File: src/sv/scb_pkg.sv
// ----------------------------------------------------------------------------
// scb_pkg: shared types and constants for the sharded counter bank
// Operation and status codes, sizes.
// ----------------------------------------------------------------------------
package scb_pkg;

    localparam int NUM_IDS     = 64;
    localparam int NUM_THREADS = 8;
    localparam int ID_W        = 6;
    localparam int THR_W       = 3;
    localparam int SHARD_AW    = ID_W + THR_W;

    typedef enum logic [2:0] {
        OP_ALLOC   = 3'd0,
        OP_FREE    = 3'd1,
        OP_ADD     = 3'd2,
        OP_READ    = 3'd3,
        OP_RESET   = 3'd4,
        OP_REG     = 3'd5,
        OP_UNREG   = 3'd6,
        OP_NOP     = 3'd7
    } op_t;

    localparam logic [2:0] ST_OK           = 3'd0;
    localparam logic [2:0] ST_BAD_ID       = 3'd1;
    localparam logic [2:0] ST_UNREG        = 3'd2;
    localparam logic [2:0] ST_ALREADY_FREE = 3'd3;
    localparam logic [2:0] ST_NONE_FREE    = 3'd4;
    localparam logic [2:0] ST_ALREADY_REG  = 3'd5;

endpackage

File: src/sv/scb_shared_ram.sv
// ----------------------------------------------------------------------------
// scb_shared_ram: shared counter values
// One write port, one registered read port, reset by a clearing sweep.
// ----------------------------------------------------------------------------
module scb_shared_ram (
    input  logic                 clk,
    input  logic                 we,
    input  logic [scb_pkg::ID_W-1:0] waddr,
    input  logic [63:0]          wdata,
    input  logic [scb_pkg::ID_W-1:0] raddr,
    output logic [63:0]          rdata
);
    import scb_pkg::*;

    logic [63:0] mem [0:NUM_IDS-1];

    always_ff @(posedge clk)
    begin
        if (we)
        begin
            mem[waddr] <= wdata;
        end
        rdata <= mem[raddr];
    end

endmodule

File: config.mk
export PLATFORM = sky130hd
export DESIGN_NAME = scb_shared_ram
export DESIGN_NICKNAME = d
export VERILOG_FILES = /design/src/sv/scb_pkg.sv /design/src/sv/scb_shared_ram.sv
export SDC_FILE = /design/constraint.sdc
export NUM_CORES = 2
export LEC_CHECK = 0
export BUFFER_PORTS_ARGS = -buffer_cell sky130_fd_sc_hd__buf_2
export CORE_MARGIN = 2
export CORE_UTILIZATION = 40
export CTS_CLUSTER_DIAMETER = 80
export DETAILED_ROUTE_END_ITERATION = 12
export PLACE_DENSITY = 0.69
export SYNTH_ARGS = -nofsm -noshare
export SYNTH_HDL_FRONTEND = slang
export SYNTH_SLANG_ARGS = --single-unit
File: constraint.sdc
create_clock -name clk -period 7.05 [get_ports clk]
set_input_delay 1.41 -clock clk [delete_from_list [all_inputs] [get_ports clk]]
set_output_delay 1.41 -clock clk [all_outputs]
set_load 0.02 [all_outputs]
Yosys cells after proc, flatten, opt, wreduce, memory -nomap -nowiden
Memory sizes are Yosys's and may differ from the RTL's. A register that Yosys moved wholly into a read port is not among the register bits.
Index checks and enable logic that the tools add are counted.

storage, ports and cells
  bits in registers = 0
  memory bits (writable) = 4,096
  bits of input ports = 78
  output and inout port bits = 64
  logic and storage cells = 3
  memories kept = 1

memory list
  name  depth  width  read ports  clocked after Yosys merged registers in  wr ports  line                  source
  mem   64     64     1           1                                        1         scb_shared_ram.sv:15  logic [63:0] mem [0:NUM_IDS-1];

operators by class
  mux-type cells = 2

operators with widths
  kind               count
  1-bit two-way mux  2

Longest topological paths before layout
  depth in word-level cells = 2
  gate-level depth with buffers = 9
  gate-level depth less buffers = 5

Worst setup path after synthesis
Ideal clock, no wire load.

  path type = input to register
  start point = in waddr[3] (netlist bit)
  end point = mem mem[48][0] (enable)
  setup time = 564 ps
  arrival time = 6,282 ps
  data required time = 6,486 ps
  path slack = 204 ps
  stages = 4
  path buffers = 1
  cells stage by stage = clkbuf_1 nor2b_1 nand4b_1 nor3_1

RTL lines
  item         line                  source
  from (decl)  scb_shared_ram.sv:8   input logic [scb_pkg::ID_W-1:0] waddr,
  to (decl)    scb_shared_ram.sv:15

No word-level cell before the write port.

Worst setup path in the final report
  start point = in we
  end point = mem mem[46][13] (enable)

between the ends
  longest elaborated chain between the ends = 2

RTL lines
  item                                     line                  source
  from (decl)                              scb_shared_ram.sv:7   input logic we,
  1-bit two-way mux                        scb_shared_ram.sv:19  if (we)
  1-bit two-way mux (implied by the code)  scb_shared_ram.sv:21  mem[waddr] <= wdata;

Every way passes these cells.

==> flow_metrics.py <==
metrics = {
    "run_status": {
        "outcome": "completed",
    },
    "cts": {
        "cts_inserted_buffers": 393,
        "clockBufferDepth": 4,
        "h-tree-depth": 5,
        "cts_sinks": 4160,
        "cts_setup_buffers": 0,
        "cts_tree": "done",
        "postCtsHoldBufs": 0,
        "clkLatencyLatePin_ps": 960,
        "clk_pin_slew_ps": 60,
        "cts_root_buf": "clkbuf_16",
        "ctsResizeCount": 0,
    },
    "timing": {
        "period_minus_slack_ps": 3910,
        "report.final.slew_viol_count": 0,
        "worst_pin_slew_ps": 1430,
        "setup_ws_ps": 3140,
        "rsz0062_at_grt": "false",
        "setup_tns_ps": 0,
        "fin_crit_sh_pct": 55.4,
        "setup_viol": 0,
        "slew_headroom_pct": 4.82,
        "skew_ps": 36.9,
        "hold_viol_final": 0,
        "fmax_ghz": 0.256,
    },
    "yosys": {
        "synth_top_family_by_area": "multiplexers",
        "avgSynthCellArea_um2": 23.7,
        "synth_top_cell_by_area": "edfxtp_1",
        "syn_inst": 6598,
        "synthAdderAreaFrac_pct": 0,
        "yosysWarnings": 0,
        "synth-compound-area-share_pct": 2.48,
        "syn_area_um2": 156000,
        "yosysSeqAreaShare_pct": 79.5,
        "synth.distinct_cells": 33,
        "synth_fp_nets": 6676,
        "synth_seq_cells": 4160,
        "synth-simple-area-share_pct": 1.24,
        "synth_area_leaders": "edfxtp_1 (79%), mux4_2 (15%), mux2i_1 (0.86%)",
        "synth_top_area_share_pct": 78.7,
        "synthMuxAreaShare_pct": 15.6,
        "synth_xor_area_share_pct": 0,
    },
    "critical_path": {
        "critPathArrivalTime_ps": 4500,
        "crit_path_start": "we",
        "cp.required_ps": 7640,
        "regToRegStartpoint": "mem[46][60]",
        "setup.worst_path.end_class": "flip-flop",
        "cp-start-kind": "input port",
        "worstSetupPathType": "in -> reg",
        "path_max_fanout": 40,
    },
    "global_route": {
        "track_usage_pct": 20.4,
        "grt_pass1_vias": 74900,
        "gr-total-overflow": 0,
        "grt_max_degree": 119,
        "grt_pass1_wl_mm": 578,
        "antenna_found_initial": 40,
    },
    "power": {
        "powerDensity_nw_per_um2": 288,
        "power_leakage_uw": 0.0547,
        "ir_worst_vdd_v": 0.000246,
    },
    "routing": {
        "drtPass1Iterations": 8,
        "vias_per_cell": 6.01,
        "ant_nets": 0,
        "drc": 0,
        "drt_iter0_markers": 10700,
        "wire_per_inst_um": 32.9,
        "dr_total_vias": 75200,
        "wl_mm": 412,
    },
    "min_path": {
        "hp-start": "mem[54][46]",
        "hold_path.class": "reg -> reg",
    },
    "die": {
        "die_x_um": 629,
        "ios": 142,
        "die_y_um": 629,
        "initial_core_util_pct": 40.2,
        "core_um2": 389000,
        "dieArea_um2": 396000,
        "row_count": 229,
    },
    "place": {
        "portBuffers": 141,
        "gp_congestion": 0.807,
        "place_ws_ps": 2300,
        "dp_hpwl_mm": 222,
        "dp_cells": 11800,
    },
    "flow_run": {
        "drv_cap": 0,
    },
    "layout": {
        "final_common_cell": "edfxtp_1",
        "area_growth_pct": 13.6,
        "instances_no_fill": 12500,
        "layout-drive-gt1-share_pct": 27.8,
        "fin_nets": 7032,
        "final_cell_mix": "edfxtp_1 (4,096), mux4_2 (1,024), clkbuf_16 (396), a22oi_1 (168), buf_2 (138)",
        "fillers": 31600,
    },
}
## sequential cells by signal, summed over array words and instances, names as in the netlist
signal,flops
mem,4096
rdata,64
## per-layer routing
layer / track usage, % / part of all wire (%) / vias to the layer above
met5: 0 / 0.0056 / -
met4: 7.13 / 3.7 / 4
met3: 3.72 / 10 / 760
met2: 33.1 / 49 / 4613
met1: 28.0 / 38 / 40600
li1: - / - / 29200
## power breakdown
part	switching, uW	leakage [uW]	internal, uW
clock	9150	0.00632	12100
combinational	1490	0.0110	846
sequential	139	0.0374	27400
total	10800	0.0547	40300
## through the flow
stage	total power, uW	util, %	cell area [um2]	hold WS, ps
detailed placement	30400	42.3	164000	826
global route	52400	45.6	178000	873
finish	51100	45.6	178000	838
CTS	51400	45.6	177000	840
floorplan	29300	-	156000	788
global placement	30400	42.3	164000	826
## worst max-delay path, cell delays in order
cell and delay (ps):
buf_2 230, nor2b_1 350, nand3_1 650, nor2_4 1290
buf_12 460
## area by class of cell
| class | count | area (um2) | area share (%) |
|---|---|---|---|
| diodes | 38 | 95.1 | 0.0535 |
| clock buffers | 529 | 10700 | 6.02 |
| clock inverters | 200 | 2300 | 1.30 |
| inverters | 19 | 71.3 | 0.0402 |
| multi-input cells | 2049 | 30800 | 17.3 |
| flip-flops and latches | 4160 | 124000 | 70.0 |
| well taps | 5197 | 6500 | 3.66 |
| repair buffers | 331 | 2900 | 1.63 |
## path summary, 6_finish.rpt
check,to,slack [ps],cells after the start
setup / recovery,mem[46][13],3140,5
hold / removal,rdata[46],840,4
setup reg to reg,rdata[60],4910,5
hold reg to reg,rdata[46],840,4
## logic make-up (layout without fill, tap and decap cells)
logic type,after synthesis,after routing
AND/OR/NAND/NOR,386,386
AO/OA/AOI/OAI,504,504
other,0,38
multiplexers,1159,1159
buffers and inverters,389,1079
flip-flops,4160,4160
## synth_stat cells
library cell / number
a211oi_1: 63
a22o_1: 88
a22oi_1: 168
a2bb2oi_1: 19
a31o_1: 1
a31oi_1: 18
a41oi_1: 26
and2_1: 3
and3_1: 64
buf_1: 20
buf_2: 170
buf_4: 34
buf_6: 6
clkbuf_1: 140
dfxtp_1: 64
edfxtp_1: 4096
inv_1: 19
mux2i_1: 135
mux4_2: 1024
nand2_1: 58
nand2b_1: 11
nand3_1: 45
nand3b_1: 2
nand4_1: 2
nand4b_1: 1
nor2_1: 112
nor2b_1: 28
nor3_1: 2
o221ai_1: 38
o22ai_1: 83
or2_2: 28
or3_1: 29
or3b_2: 1
No activity file was read; power rests on OpenSTA's default activity.
